## src/rtl/core/base62_encode_64bit_unit_macros.svh

```systemverilog
// ----------------------------------------------------------------------------
// base62 encoder assertion macros
// shared concurrent assertion forms, sampled on clock and held off in reset
// ----------------------------------------------------------------------------
`ifndef BASE62_ENCODE_64BIT_UNIT_MACROS_SVH
`define BASE62_ENCODE_64BIT_UNIT_MACROS_SVH

// same-cycle implication
`define B62E_ASSERT(label, ante, cons, msg) \
   label: assert property (@(posedge clock) disable iff (reset) (ante) |-> (cons)) \
      else $error(msg);

// next-cycle implication
`define B62E_ASSERT_NEXT(label, ante, cons, msg) \
   label: assert property (@(posedge clock) disable iff (reset) (ante) |=> (cons)) \
      else $error(msg);

`endif

```

## src/rtl/core/b62e_pkg.sv

```systemverilog
// ----------------------------------------------------------------------------
// base62 encoder package
// widths, divide-by-62 reciprocal constants, stage types and the digit glyph map
// ----------------------------------------------------------------------------
package b62e_pkg;

   localparam int unsigned VALUE_W        = 64;
   localparam int unsigned CHAR_W         = 7;
   localparam int unsigned NUM_DIGITS     = 11;
   localparam int unsigned REM_W          = 6;
   localparam int unsigned CHUNK_W        = 16;
   localparam int unsigned STEPS_PER_CELL = VALUE_W / CHUNK_W;

   // one chunk step divides {rem, chunk} by 62 as (x >> 1) / 31
   localparam int unsigned DIV_IN_W    = REM_W + CHUNK_W;
   localparam int unsigned HALF_W      = DIV_IN_W - 1;
   localparam int unsigned RECIP_W     = 22;
   localparam int unsigned PROD_W      = HALF_W + RECIP_W;
   localparam int unsigned RECIP_SHIFT = 26;
   localparam logic [RECIP_W-1:0] RECIP = 22'd2164803;

   // 62 = 64 - 2
   localparam int unsigned RADIX_SHIFT_HI = 6;
   localparam int unsigned RADIX_SHIFT_LO = 1;

   localparam logic [REM_W-1:0] RADIX     = 6'd62;
   localparam logic [REM_W-1:0] DEC_END   = 6'd10;
   localparam logic [REM_W-1:0] LOWER_END = 6'd36;

   localparam logic [CHAR_W-1:0] GLYPH_DIGIT_BASE = 7'd48;
   localparam logic [CHAR_W-1:0] GLYPH_LOWER_BASE = 7'd87;
   localparam logic [CHAR_W-1:0] GLYPH_UPPER_BASE = 7'd29;

   localparam int unsigned RSP_DATA_W = ((NUM_DIGITS * CHAR_W + 7) / 8) * 8;
   localparam int unsigned PAD_W      = RSP_DATA_W - NUM_DIGITS * CHAR_W;

   typedef logic [NUM_DIGITS-1:0][CHAR_W-1:0] char_array_type;

   typedef struct packed {
      logic [VALUE_W-1:0] word;
      logic [REM_W-1:0]   rem;
      char_array_type     chars;
   } stage_type;

   typedef struct packed {
      logic advance;
      logic valid;
   } lane_ctrl_type;

   function automatic logic [CHAR_W-1:0] glyph(input logic [REM_W-1:0] digit);
      logic [CHAR_W-1:0] code;
      code = GLYPH_DIGIT_BASE;
      priority if (digit < DEC_END) begin
         code = GLYPH_DIGIT_BASE + CHAR_W'(digit);
      end else if (digit < LOWER_END) begin
         code = GLYPH_LOWER_BASE + CHAR_W'(digit);
      end else if (digit < RADIX) begin
         code = GLYPH_UPPER_BASE + CHAR_W'(digit);
      end else begin
         code = GLYPH_DIGIT_BASE;
      end
      return code;
   endfunction

endpackage

```

## src/rtl/core/b62e_step.sv

```systemverilog
// ----------------------------------------------------------------------------
// base62 encoder chunk step
// divides the top 16-bit chunk plus running remainder by 62, rotates the quotient in
// ----------------------------------------------------------------------------
`include "base62_encode_64bit_unit_macros.svh"

module b62e_step
   import b62e_pkg::*;
(
   input  logic          clock,
   input  logic          reset,
   input  lane_ctrl_type ctrl,
   input  stage_type     prev_stage,
   output logic          next_valid,
   output stage_type     next_stage
);

   logic [DIV_IN_W-1:0] dividend;
   logic [HALF_W-1:0]   half;
   logic [PROD_W-1:0]   product;
   logic [CHUNK_W-1:0]  quot;
   logic [DIV_IN_W-1:0] quot_x62;
   logic [DIV_IN_W-1:0] rem_wide;
   stage_type           stage_calc;

   logic                valid_ff, valid_in;
   stage_type           stage_ff, stage_in;

   always_comb begin
      dividend = {prev_stage.rem, prev_stage.word[VALUE_W-1 -: CHUNK_W]};
      half     = dividend[DIV_IN_W-1:1];
      product  = PROD_W'(half) * PROD_W'(RECIP);
      quot     = product[RECIP_SHIFT +: CHUNK_W];
      quot_x62 = (DIV_IN_W'(quot) << RADIX_SHIFT_HI) - (DIV_IN_W'(quot) << RADIX_SHIFT_LO);
      rem_wide = dividend - quot_x62;

      stage_calc.word  = {prev_stage.word[VALUE_W-CHUNK_W-1:0], quot};
      stage_calc.rem   = rem_wide[REM_W-1:0];
      stage_calc.chars = prev_stage.chars;
   end

   always_comb begin
      valid_in = ctrl.advance ? ctrl.valid : valid_ff;
      stage_in = ctrl.advance ? stage_calc : stage_ff;
   end

   always_ff @(posedge clock) begin
      if (reset) begin
         valid_ff <= 1'b0;
      end else begin
         valid_ff <= valid_in;
      end
      stage_ff <= stage_in;
   end

   assign next_valid = valid_ff;
   assign next_stage = stage_ff;

   `B62E_ASSERT(rem_below_radix, valid_ff, stage_ff.rem < RADIX, "step remainder out of range")

endmodule

```

## src/rtl/core/b62e_cell.sv

```systemverilog
// ----------------------------------------------------------------------------
// base62 encoder digit cell
// four chunk steps divide the value by 62, the remainder becomes one ascii digit
// ----------------------------------------------------------------------------
module b62e_cell
   import b62e_pkg::*;
(
   input  logic          clock,
   input  logic          reset,
   input  lane_ctrl_type ctrl,
   input  stage_type     prev_stage,
   output logic          next_valid,
   output stage_type     next_stage
);

   stage_type     link       [STEPS_PER_CELL+1];
   logic          link_valid [STEPS_PER_CELL+1];
   lane_ctrl_type step_ctrl  [STEPS_PER_CELL];

   always_comb begin
      link[0].word  = prev_stage.word;
      link[0].rem   = '0;
      link[0].chars = prev_stage.chars;
      link_valid[0] = ctrl.valid;
   end

   for (genvar g = 0; g < STEPS_PER_CELL; g++) begin : g_step
      always_comb begin
         step_ctrl[g].advance = ctrl.advance;
         step_ctrl[g].valid   = link_valid[g];
      end

      b62e_step u_step (
         .clock      (clock),
         .reset      (reset),
         .ctrl       (step_ctrl[g]),
         .prev_stage (link[g]),
         .next_valid (link_valid[g+1]),
         .next_stage (link[g+1])
      );
   end

   // new digit enters at the low end, earlier digits move up
   always_comb begin
      next_valid       = link_valid[STEPS_PER_CELL];
      next_stage.word  = link[STEPS_PER_CELL].word;
      next_stage.rem   = link[STEPS_PER_CELL].rem;
      next_stage.chars = {link[STEPS_PER_CELL].chars[NUM_DIGITS-2:0],
                          glyph(link[STEPS_PER_CELL].rem)};
   end

endmodule
```

## config.mk

```make
export PLATFORM = sky130hd
export DESIGN_NAME = b62e_cell
export DESIGN_NICKNAME = d
export VERILOG_FILES = /design/src/rtl/core/b62e_pkg.sv /design/src/rtl/core/b62e_step.sv /design/src/rtl/core/b62e_cell.sv
export VERILOG_INCLUDE_DIRS = /design/src /design/src/rtl/core
export SDC_FILE = /design/constraint.sdc
export NUM_CORES = 1
export LEC_CHECK = 0
export BUFFER_PORTS_ARGS = -buffer_cell sky130_fd_sc_hd__buf_2
export CAP_MARGIN = 20
export CORE_AREA = 2 2 240 242
export DETAILED_ROUTE_END_ITERATION = 10
export DIE_AREA = 0 0 242 244
export PLACE_DENSITY = 0.78
export RECOVER_POWER = 100
export SYNTH_ARGS = -nofsm -noshare
export SYNTH_HDL_FRONTEND = slang
export SYNTH_SLANG_ARGS = --single-unit
```

## constraint.sdc

```tcl
create_clock -name clock -period 18.64 [get_ports clock]
set_clock_uncertainty 0.05 [all_clocks]
set_input_delay 1.864 -clock clock [delete_from_list [all_inputs] [get_ports clock]]
set_output_delay 1.864 -clock clock [all_outputs]
set_load 0.01 [all_outputs]
```

# After elaboration in Yosys (flattened, before gate mapping)
# Cells that the tools add are included.
# classes
addsub,11
n_mul,4
magnitude_cmp,3
mux,3
# ops
cell,count
$mul A21 B22 Y42 const B,3
$mul A15 B22 Y37 const B,1
$sub A1 B6 Y6 const A,4
$sub A6 B6 Y6,4
$mux W7,3
$lt A6 B6 Y1 const B,2
$add A5 B6 Y7 const A,1
$add A6 B6 Y7 const A,1
$add A7 B6 Y7 const A,1
$lt A6 B4 Y1 const B,1
# totals
ff_bits,564
inputBits,151
out_inout_bits,148
elab_cells,73

# Depth between registers and ports, before layout
# Gate-level depths: netlist (run 1).
# logic_depth
word_depth,4
ltp_mapped,31
depth_no_buf,31

# Modules after synthesis
# A second synthesis (run 1) with hierarchy kept.
# hier_totals
hier_cells,2704
area_unflattened_um2,37215.7
# modules_own_cells
mod,instances,cells_per_inst,area_per_inst_um2
b62e_step (g_step[2].u_step),1,683,9404.0
b62e_step (g_step[3].u_step),1,675,9266.4
b62e_step (g_step[0].u_step),1,643,9097.5
b62e_step (g_step[1].u_step),1,637,9018.6
b62e_cell,1,66,429.2

# Worst setup path before layout (run 1)
# OpenSTA, ideal clock, no wires.
# synth_path
kind,in2reg
startpoint,input port prev_stage[136] (netlist name)
endpoint,register g_step[0].u_step.stage_ff (netlist bit g_step[0].u_step.next_stage[82]) (data pin)
setup_ns,0.262
arrival_ns,6.293
path_slack_ns,12.035
stages,27
cell_sequence,inv_1 ha_1 ha_1 or2_2 ha_1 ha_1 inv_1 fa_1 inv_1 ha_1 ha_1 a31o_2 a21oi_1 o31ai_1 a21oi_1 and3b_1 o21a_1 nor2_1 xnor2_1 ha_1 inv_1 fa_1 inv_1 a21o_1 a21oi_1 xnor2_1 xnor2_1
# synth_via
elab_chain_cells,3
# synth_rtl
item,line_no,source
"start, declared",b62e_cell.sv:11,"input stage_type prev_stage,"
$mul A15 B22 Y37,b62e_step.sv:32,product = PROD_W'(half) * PROD_W'(RECIP);
net g_step[0].u_step.product[26],b62e_step.sv:20,logic [PROD_W-1:0] product;
$sub A1 B6 Y6,b62e_step.sv:34,quot_x62 = (DIV_IN_W'(quot) << RADIX_SHIFT_HI) - (DIV_IN_W'(quot) << RADIX_SHIFT_LO);
$sub A6 B6 Y6,b62e_step.sv:35,rem_wide = dividend - quot_x62;
net g_step[0].u_step.rem_wide[5],b62e_step.sv:23,logic [DIV_IN_W-1:0] rem_wide;
"end signal, assigned",b62e_step.sv:53,stage_ff <= stage_in;
"end, declared",b62e_step.sv:27,"stage_type stage_ff, stage_in;"
# The timed path passes the listed nets, and every way through them passes these cells.
# A chain may end at the register's enable or synchronous reset.

# Worst setup path in the final report (run 1)
# layout_path
startpoint,input port ctrl[1] (netlist name)
endpoint,register g_step[3].u_step.stage_ff (netlist bit g_step[3].u_step.next_stage[33]) (enable)
# layout_rtl
item,line_no,source
"start, declared",b62e_cell.sv:10,"input lane_ctrl_type ctrl,"
"end signal, assigned",b62e_step.sv:53,
"end, declared",b62e_step.sv:27,
# No word-level cell between the ends.

==> summary.md, run 1 <==
| Metric | Value |
|---|---|
| Setup Total Neg Slack | `0 ns` |
| Die Y | `244 um` |
| Syn Std Cell Area | `32600 um2` |
| Total GRT Usage | `20.9%` |
| TritonCTS clock tree | `done` |
| Initial Util | `58.0%` |
| Element type at the critical path end | `register` |
| Final WS setup | `8.99 ns` |
| Fmax | `104 MHz` |
| Post-synth top area cell | `edfxtp_1` |
| Initial antenna violation count | `7` |
| Met2 Track Usage GR | `35.3%` |
| YS warnings | `0` |
| Clock Root Buffer | `clkbuf_16` |
| Clock buffer depth | `3` |
| # rows | `87` |
| Drt wl/cell | `17.9 um` |
| Share of layout cells above drive strength 1 | `8.56%` |
| Kind of cell adding the most delay to the critical path | `buffers and inverters` |
| Worst min-delay path class | `register to register` |
| Worst path max stage delay | `3.80 ns` |
| CP max FO | `192` |
| Data required, critical path | `18.83 ns` |
| Netlist cell types | `66` |
| CORE AREA | `56200 um2` |
| Area growth syn-to-layout | `11.9%` |
| Post-synthesis async set-or-reset flop share | `0%` |
| Via-to-Cell Ratio | `5.37` |
| Met3 Resource Use GR | `3.71%` |
| IO buf count | `280` |
| Count leader, synth | `ha_1` |
| Seq/Total Area, Yosys | `50.0%` |
| Nets | `3574` |
| Place WS | `11.37 ns` |
| Filler instances | `4131` |
| Worst-Margin Slew | `5.55 ns` |
| DP Wirelength | `46.9 mm` |
| Failing checks | `max-capacitance violations, max-slew violations` |
| Crit path arrival time | `9.84 ns` |
| Vias in the first global route | `19100` |
| CP Cell Sequence | `clkbuf_1, clkbuf_1, buf_12` |
| Final hold vios | `0` |
| RePlAce Congestion | `0.910` |
| Cells after Synth | `2250` |
| Clk slew on worst S/H paths | `0.06 ns` |
| Final instance area | `36400 um2` |
| Die X | `242 um` |
| CTS Hold Bufs | `0` |
| Critical setup path kind | `input pin to register` |
| EDFF count, synth | `540` |
| Die area | `59000 um2` |
| Slowest-stage cell, CP | `clkbuf_1` |
| Gr busiest metal | `met2` |
| Avg Cell Area, Syn | `14.5 um2` |
| Worst path bufs/invs | `3` |
| Worst path most repeated cell | `clkbuf_1` |
| Multi-input logic area | `14900 um2` |
| Clock Latency Late Sink | `0.62 ns` |
| Final Routed Wirelength | `60.6 mm` |
| CTS H-tree lvls | `2` |
| Relative slew margins | `-270%` |
| Largest cells by area after synthesis | `edfxtp_1 (50%), ha_1 (26%), fa_1 (9.4%), inv_1 (3.8%), xnor2_1 (1.5%)` |
| Unrepaired setup endpoints after global routing | `no` |
| Synthesized flop and latch total | `544` |
| Final period utilization | `51.8%` |
| Drt first pass iters | `6` |
| Post-CTS setup buffer count | `0` |
| Most frequent cells after synthesis | `ha_1 (684), edfxtp_1 (540), inv_1 (334)` |
| Startpoint class of the critical path | `input pin` |
| Synth top area share | `49.8%` |
| Post-DP Area | `34900 um2` |
| Fin crit period | `9.65 ns` |
| Register Area | `16300 um2` |
| Ys flop type | `edfxtp_1` |
| MaxCap Viol Count | `4` |
| Largest net degree at the start of global routing | `193` |
| Final slew viol count | `346` |
| Cts bufs inserted | `54` |
| Gr ovfl total | `0` |
| Starting DRT DRC Count | `702` |
| Routed Antenna Nets | `0` |
| Final hold slack | `0.342 ns` |
| Met1 usage | `27.4%` |
| Final setup vio count | `0` |
| Status | `complete, but fails checks` |
| Post-route DRC | `0` |
| First-pass GRT wire length | `97.5 mm` |
| Clk sinks | `544` |
| Number of I/O pins | `299` |
| Post-CTS resize count | `0` |
| Vias post-DR | `18200` |
-- final timing paths --
path	from	end	slack, ns	cells past startpoint
setup / recovery	ctrl[1]	g_step[3].u_step.next_stage[33]$_DFFE_PP_	8.99	3
hold / removal	g_step[1].u_step.next_stage[38]$_DFFE_PP_	g_step[2].u_step.next_stage[38]$_DFFE_PP_	0.34	0
setup reg to reg	g_step[2].u_step.next_stage[142]$_DFFE_PP_	g_step[3].u_step.next_stage[82]$_DFFE_PP_	12.02	28
hold reg to reg	g_step[1].u_step.next_stage[38]$_DFFE_PP_	g_step[2].u_step.next_stage[38]$_DFFE_PP_	0.34	0
-- metal layers --
metal | vias to the layer above | share of wire (%) | wire (um)
li1 | 8838 | - | -
met1 | 8911 | 44 | 26600
met2 | 369 | 49 | 29500
met3 | 103 | 4.7 | 2840
met4 | 0 | 2.8 | 1680
met5 | - | 0 | 0
-- cell families (layout without fill, tap and decap cells) --
group | count (synthesis) | in the layout | synth area share (%)
fa+ha+maj | 837 | 837 | 35.7
other cells | 1 | 12 | 0.0115
xor+xnor | 72 | 72 | 1.94
flops | 544 | 544 | 50.0
compound gates | 270 | 270 | 5.46
simple gates | 177 | 177 | 2.70
mux | 5 | 5 | 0.154
buf+inv | 344 | 720 | 4.02
-- per-stage QoR --
| stage | cells | util (%) |
|---|---|---|
| 2_1_floorplan | 2254 | - |
| 3_3_place_gp | 3285 | 62.2 |
| 3_5_place_dp | 3285 | 62.2 |
| 4_1_cts | 3385 | 65.3 |
| 5_1_grt | 3392 | 64.9 |
| 6_report | 3393 | 64.9 |
-- registers in the layout (all words and copies together) (netlist names) --
register                  cells
g_step.u_step.next_valid      4
g_step.u_step.next_stage    540
-- area by class of cell --
class / count / share of cell area [%]
clock inverters: 34 / 0.944
well taps: 756 / 2.60
inverters: 335 / 3.45
repair buffers: 285 / 3.42
diodes: 7 / 0.0481
flip-flops and latches: 544 / 44.7
multi-input cells: 1366 / 41.0
clock buffers: 66 / 3.83
-- layout by cell type, fill, tap and decap left out, drive strengths merged, types with 16 or more instances in the layout --
cell type and n:
ha 684, edfxtp 540, inv 339, clkbuf 223, fa 153, buf 128, a21oi 87, xnor2 54
a21o 54, o21ai 44, nor2 42, nand2 40, clkinv 23, xor2 18, nand4 16
Power of run 1 is left out: the tool's default activity adds up to more than one toggle a clock period on the data nets, which glitch-free logic cannot reach.
==> run 2: changes to the inputs <==
- ABC_AREA: default -> 1
- CORE_AREA: 2 2 240 242 -> 2 2 258 260
- DIE_AREA: 0 0 242 244 -> 0 0 260 262
- PLACE_DENSITY: 0.78 -> 0.77
- clock period: 18.64 -> 10 ns (I/O delays scaled with it)
==> summary.md, run 2 <==
| Metric | Value |
|---|---|
| Status | `complete, but fails checks` |
| Failing checks | `max-capacitance violations, max-slew violations` |
| Post-synthesis async set-or-reset flop share | `0% (unchanged)` |
| Startpoint class of the critical path | `input pin` |
| Routed Antenna Nets | `0 (unchanged)` |
| Commonest non-fill, non-tap cell in the layout | `nand2_1` |
| Worst path max stage delay | `3.14 ns (-0.66 ns)` |
| Seq/Total Area, Yosys | `43.5% (-6.6 points)` |
| TritonCTS clock tree | `done` |
| # rows | `94 (+8.0%)` |
| Multi-input logic area | `18700 um2 (+25%)` |
| Drt first pass iters | `6 (unchanged)` |
| Die Y | `262 um (+7.4%)` |
| Synthesized flop and latch total | `544 (unchanged)` |
| YS warnings | `0 (unchanged)` |
| Final hold vios | `0 (unchanged)` |
| IO buf count | `280 (unchanged)` |
| CTS H-tree lvls | `2 (unchanged)` |
| Count leader, synth | `nand2_1` |
| Die X | `260 um (+7.4%)` |
| Area growth syn-to-layout | `11.2%` |
| Fin crit period | `7.25 ns` |
| Clock buffer depth | `3 (unchanged)` |
| Final Routed Wirelength | `81.9 mm (+35%)` |
| Gr ovfl total | `0 (unchanged)` |
| Register Area | `16300 um2 (unchanged)` |
| Post-route DRC | `0 (unchanged)` |
| Unrepaired setup endpoints after global routing | `no` |
| CORE AREA | `65300 um2 (+16%)` |
| Post-synthesis compound-gate area fraction | `3.65% (-1.8 points)` |
| Data required, critical path | `10.10 ns (-8.73 ns)` |
| Final slew viol count | `232 (-33%)` |
| First-pass GRT wire length | `127 mm (+30%)` |
| Via-to-Cell Ratio | `5.19 (-3.4%)` |
| Ys flop type | `edfxtp_1` |
| Clock Root Buffer | `clkbuf_16` |
| Adder-cell share of the synthesized area | `31.0% (-4.7 points)` |
| Vias post-DR | `25500 (+40%)` |
| Drt wl/cell | `16.6 um (-6.9%)` |
| Cts bufs inserted | `57 (+5.6%)` |
| Die area | `68100 um2 (+15%)` |
| Initial antenna violation count | `7 (unchanged)` |
| Worst path bufs/invs | `2 (-1)` |
| Syn Std Cell Area | `37500 um2 (+15%)` |
| Crit path arrival time | `7.35 ns (-2.49 ns)` |
| Slowest-stage cell, CP | `clkbuf_1` |
| Synth top area share | `43.3% (-6.5 points)` |
| Critical setup path kind | `input pin to register` |
| Relative slew margins | `-201% (+69 points)` |
| Largest family of logic cells by synthesized area | `adder cells` |
| Largest net degree at the start of global routing | `183 (-5.2%)` |
| Post-synth top area cell | `edfxtp_1` |
| DP Wirelength | `67.0 mm (+43%)` |
| Area share of and/or/nand/nor cells after synthesis | `14.7% (+12 points)` |
| Largest cells by area after synthesis | `edfxtp_1 (43%), ha_1 (23%), nand2_1 (8.4%), fa_1 (8.2%), inv_1 (6.6%)` |
| Avg Cell Area, Syn | `10.2 um2 (-29%)` |
| CP max FO | `85 (-56%)` |
| Vias in the first global route | `24600 (+29%)` |
| Initial Util | `57.4% (-0.57 points)` |
| Post-CTS resize count | `0 (unchanged)` |
| Share of layout cells above drive strength 1 | `6.15% (-2.4 points)` |
| Kind of cell adding the most delay to the critical path | `buffers and inverters` |
| Synth Area in XOR/XNOR | `0.444% (-1.5 points)` |
| Mux cell area share after synthesis | `0% (-0.15 points)` |
| Fmax | `138 MHz` |
| Post-CTS setup buffer count | `0 (unchanged)` |
| Number of I/O pins | `299 (unchanged)` |
| Filler instances | `5317 (+29%)` |
| Most frequent cells after synthesis | `nand2_1 (835), ha_1 (684), inv_1 (659)` |
| Final setup vio count | `0 (unchanged)` |
| EDFF count, synth | `540 (unchanged)` |
| CP Cell Sequence | `clkbuf_1, clkbuf_1` |
| Clk sinks | `544 (unchanged)` |
| Setup Total Neg Slack | `0 ns (unchanged)` |
| Worst-Margin Slew | `4.52 ns (-1.03 ns)` |
| RePlAce Congestion | `0.984 (+8.2%)` |
| Nets | `4995 (+40%)` |
| Final WS setup | `2.75 ns (-6.24 ns)` |
| Final period utilization | `72.5%` |
| Starting DRT DRC Count | `1825 (+160%)` |
| Worst min-delay path class | `register to register` |
| Total GRT Usage | `24.0% (+3.1 points)` |
| Clk slew on worst S/H paths | `0.06 ns (about the same)` |
| Worst path most repeated cell | `clkbuf_1` |
| Most frequent cells in the layout | `nand2_1 (835), ha_1 (684), inv_1 (659), edfxtp_1 (540), nor2_1 (268)` |
| Element type at the critical path end | `register` |
| Place WS | `3.67 ns (-7.69 ns)` |
| MaxCap Viol Count | `3 (-1)` |
| Clock Latency Late Sink | `0.65 ns (+0.03 ns)` |
| CTS Hold Bufs | `0 (unchanged)` |
| Netlist cell types | `37 (-44%)` |
| Cells after Synth | `3666 (+63%)` |
| Max reg flops | `540 (unchanged)` |
run 2: changes by cell type after synthesis, moves of 10 or more:
cell	change
a21o_1	-48
nor2_2	+11
a21oi_1	+52
o21bai_1	+22
nand3_1	+124
o21ai_0	+24
nand2_1	+795
nand4_1	+24
nor2_1	+226
a31oi_1	-10
xnor2_1	-47
and3_1	-14
inv_1	+325
run 2: metrics by stage:
stage / area (um2) / cells / utilization (%) / hold slack (ns)
after floorplan: 37500 / 3670 / - / 0.350
after global placement: 40000 / 4812 / 61.3 / 0.350
after detailed placement: 40000 / 4812 / 61.3 / 0.355
after CTS: 41900 / 4916 / 64.2 / 0.332
after global routing: 41700 / 4920 / 63.8 / 0.336
final: 41700 / 4920 / 63.8 / 0.330
run 2: layout make-up:
cell class                 instances  area share (%)
tap                              864            2.59
sequential                       544            39.1
antenna                            4          0.0240
clock buffer                      64            3.49
multi-input combinational       2459            44.8
inverter                         660            5.94
clock inverter                    40            1.04
timing repair buffer             285            3.02
run 2: cells by family (layout without fill, tap and decap cells):
group | after synthesis | in the layout
XOR/XNOR | 19 | 19
adder cells (fa/ha/maj) | 837 | 837
AO/OA/AOI/OAI | 251 | 251
flip-flops | 544 | 544
buffers and inverters | 667 | 1049
AND/OR/NAND/NOR | 1347 | 1347
other | 1 | 9
run 2: routing by layer:
metal  up-vias  global-route usage [%]  share of wire [%]
met1     11900                    32.9                 44
met5         -                       0              0.015
li1      12900                       -                  -
met3       133                    4.43                6.9
met2       666                    38.8                 46
met4         2                    7.71                2.9
run 2: final timing paths:
check / start / endpoint / slack [ns] / depth (start not counted)
max: ctrl[1] / g_step[1].u_step.next_stage[120]$_DFFE_PP_ / 2.75 / 2
min: g_step[0].u_step.next_stage[1]$_DFFE_PP_ / g_step[1].u_step.next_stage[1]$_DFFE_PP_ / 0.33 / 0
max reg2reg: g_step[1].u_step.next_stage[81]$_DFFE_PP_ / g_step[2].u_step.next_stage[82]$_DFFE_PP_ / 3.63 / 27
min reg2reg: g_step[0].u_step.next_stage[1]$_DFFE_PP_ / g_step[1].u_step.next_stage[1]$_DFFE_PP_ / 0.33 / 0
Power of run 2 is left out for the same reason.
==> run 3: changes to the inputs <==
- clock period: 10 -> 7.6 ns (I/O delays scaled with it)
==> summary.md, run 3 (same netlist as run 2, synthesis figures left out) <==
| Metric | Value |
|---|---|
| Slowest-stage cell, CP | `fa_1` |
| R2R setup slack | `1.20 ns (-2.43 ns)` |
| Clock Root Buffer | `clkbuf_16` |
| Clock buffer depth | `3 (unchanged)` |
| Number of I/O pins | `299 (unchanged)` |
| Vias in the first global route | `24500 (-0.30%)` |
| TritonCTS clock tree | `done` |
| Worst-Margin Slew | `5.68 ns (+1.16 ns)` |
| Startpoint class of the critical path | `register` |
| Drt wl/cell | `16.8 um (+0.97%)` |
| Final slew viol count | `177 (-24%)` |
| IO buf count | `280 (unchanged)` |
| Largest net degree at the start of global routing | `191 (+4.4%)` |
| Clk sinks | `544 (unchanged)` |
| Unrepaired setup endpoints after global routing | `no` |
| Final hold slack | `0.240 ns (-0.0900 ns)` |
| Max reg flops | `540 (unchanged)` |
| Fmax | `156 MHz` |
| Fin util | `63.9% (+0.067 points)` |
| CTS H-tree lvls | `2 (unchanged)` |
| Drt first pass iters | `5 (-1)` |
| Failing checks | `max-capacitance violations, max-slew violations` |
| Non-filler cells, final | `4918 (-0.041%)` |
| Die area | `68100 um2 (unchanged)` |
| Post-CTS resize count | `0 (unchanged)` |
| Data required, critical path | `7.92 ns (-2.18 ns)` |
| Starting DRT DRC Count | `1830 (+0.27%)` |
| Relative slew margins | `-279% (-78 points)` |
| CP max FO | `5 (-94%)` |
| Die Y | `262 um (unchanged)` |
| Worst path max stage delay | `0.50 ns (-2.64 ns)` |
| Final hold vios | `0 (unchanged)` |
| Placed cells | `4810 (-0.042%)` |
| Worst min-delay path class | `input pin to register` |
| Cts bufs inserted | `56 (-1.8%)` |
| CORE AREA | `65300 um2 (unchanged)` |
| RePlAce Congestion | `0.963 (-2.1%)` |
| DP Wirelength | `67.0 mm (about the same)` |
| Final period utilization | `84.2%` |
| Vias post-DR | `25400 (-0.53%)` |
| Final Routed Wirelength | `82.6 mm (+0.92%)` |
| Gr ovfl total | `0 (unchanged)` |
| Nets | `4992 (-0.060%)` |
| Element type at the critical path end | `register` |
| Initial antenna violation count | `6 (-1)` |
| Setup Total Neg Slack | `0 ns (unchanged)` |
| Clock Latency Late Sink | `0.64 ns (about the same)` |
| Post-CTS setup buffer count | `0 (unchanged)` |
| Via-to-Cell Ratio | `5.16 (-0.49%)` |
| Share of layout cells above drive strength 1 | `6.10% (-0.045 points)` |
| Die X | `260 um (unchanged)` |
| Worst path most repeated cell | `inv_1` |
| Commonest non-fill, non-tap cell in the layout | `nand2_1` |
| First-pass GRT wire length | `128 mm (+1.1%)` |
| Critical setup path kind | `register to register` |
| Status | `complete, but fails checks` |
| Post-route DRC | `0 (unchanged)` |
| Total GRT Usage | `24.3% (+0.34 points)` |
| # rows | `94 (unchanged)` |
| Crit path arrival time | `6.72 ns (-0.63 ns)` |
| Clk slew on worst S/H paths | `0.06 ns (about the same)` |
| Most frequent cells in the layout | `nand2_1 (835), ha_1 (684), inv_1 (659), edfxtp_1 (540), nor2_1 (268)` |
| CTS Hold Bufs | `0 (unchanged)` |
| Initial Util | `57.4% (unchanged)` |
| Final setup vio count | `0 (unchanged)` |
| MaxCap Viol Count | `2 (-1)` |
| Routed Antenna Nets | `0 (unchanged)` |
| Fin crit period | `6.40 ns` |
| Area growth syn-to-layout | `11.3%` |
run 3: cell types whose count changed in the layout (fill, tap and decap cells not counted), moves of 2 or more:
cell       previous run  this run
buf_4                 2         0
bufinv_16             5         9
clkinv_2              7        10
clkinv_4              3         1
inv_6                 5         0
run 3: stage by stage:
| stage | area (um2) | setup slack, ns |
|---|---|---|
| 5_1_grt | 41700 | 0.597 |
| 4_1_cts | 41900 | 1.29 |
| 3_5_place_dp | 40000 | 1.29 |
| 2_1_floorplan | 37500 | 1.98 |
| 3_3_place_gp | 40000 | 1.43 |
| 6_report | 41700 | 1.20 |
run 3: worst max-delay path, delay by kind of cell (launching register included):
kind	cells	cell delay, ns
adders and majority gates	10	3.22
and+or+nand+nor	9	1.50
buffers and inverters	7	0.49
DFF	1	0.46
AOI/OAI and AO/OA	1	0.22
xor gates and xnor gates	1	0.21
run 3: area by class of cell:
type                            count  area, um2
Clock buffer                       64       1430
Clock inverter                     39        498
Timing Repair Buffer              283       1260
Antenna cell                        5       12.5
Tap cell                          864       1080
Fill cell                        5340      23600
Sequential cell                   544      16300
Inverter                          660       2480
Multi-Input combinational cell   2459      18700
run 3: worst paths after layout:
kind | start | end | cells past startpoint
worst min-delay path | prev_stage[96] | g_step[0].u_step.next_stage[112]$_DFFE_PP_ | 1
worst max register to register | g_step[1].u_step.next_stage[81]$_DFFE_PP_ | g_step[2].u_step.next_stage[82]$_DFFE_PP_ | 28
worst min register to register | g_step[2].u_step.next_stage[1]$_DFFE_PP_ | g_step[3].u_step.next_stage[1]$_DFFE_PP_ | 0
worst max-delay path | g_step[1].u_step.next_stage[81]$_DFFE_PP_ | g_step[2].u_step.next_stage[82]$_DFFE_PP_ | 28
run 3: routing by layer:
metal / vias to the layer above / part of all wire [%] / GRT usage [%]
li1: 12900 / - / -
met1: 11800 / 45 / 33.5
met2: 613 / 46 / 39.5
met3: 144 / 5.9 / 3.78
met4: 4 / 3.0 / 8.25
met5: - / 0.030 / 0
Power of run 3 is left out for the same reason.
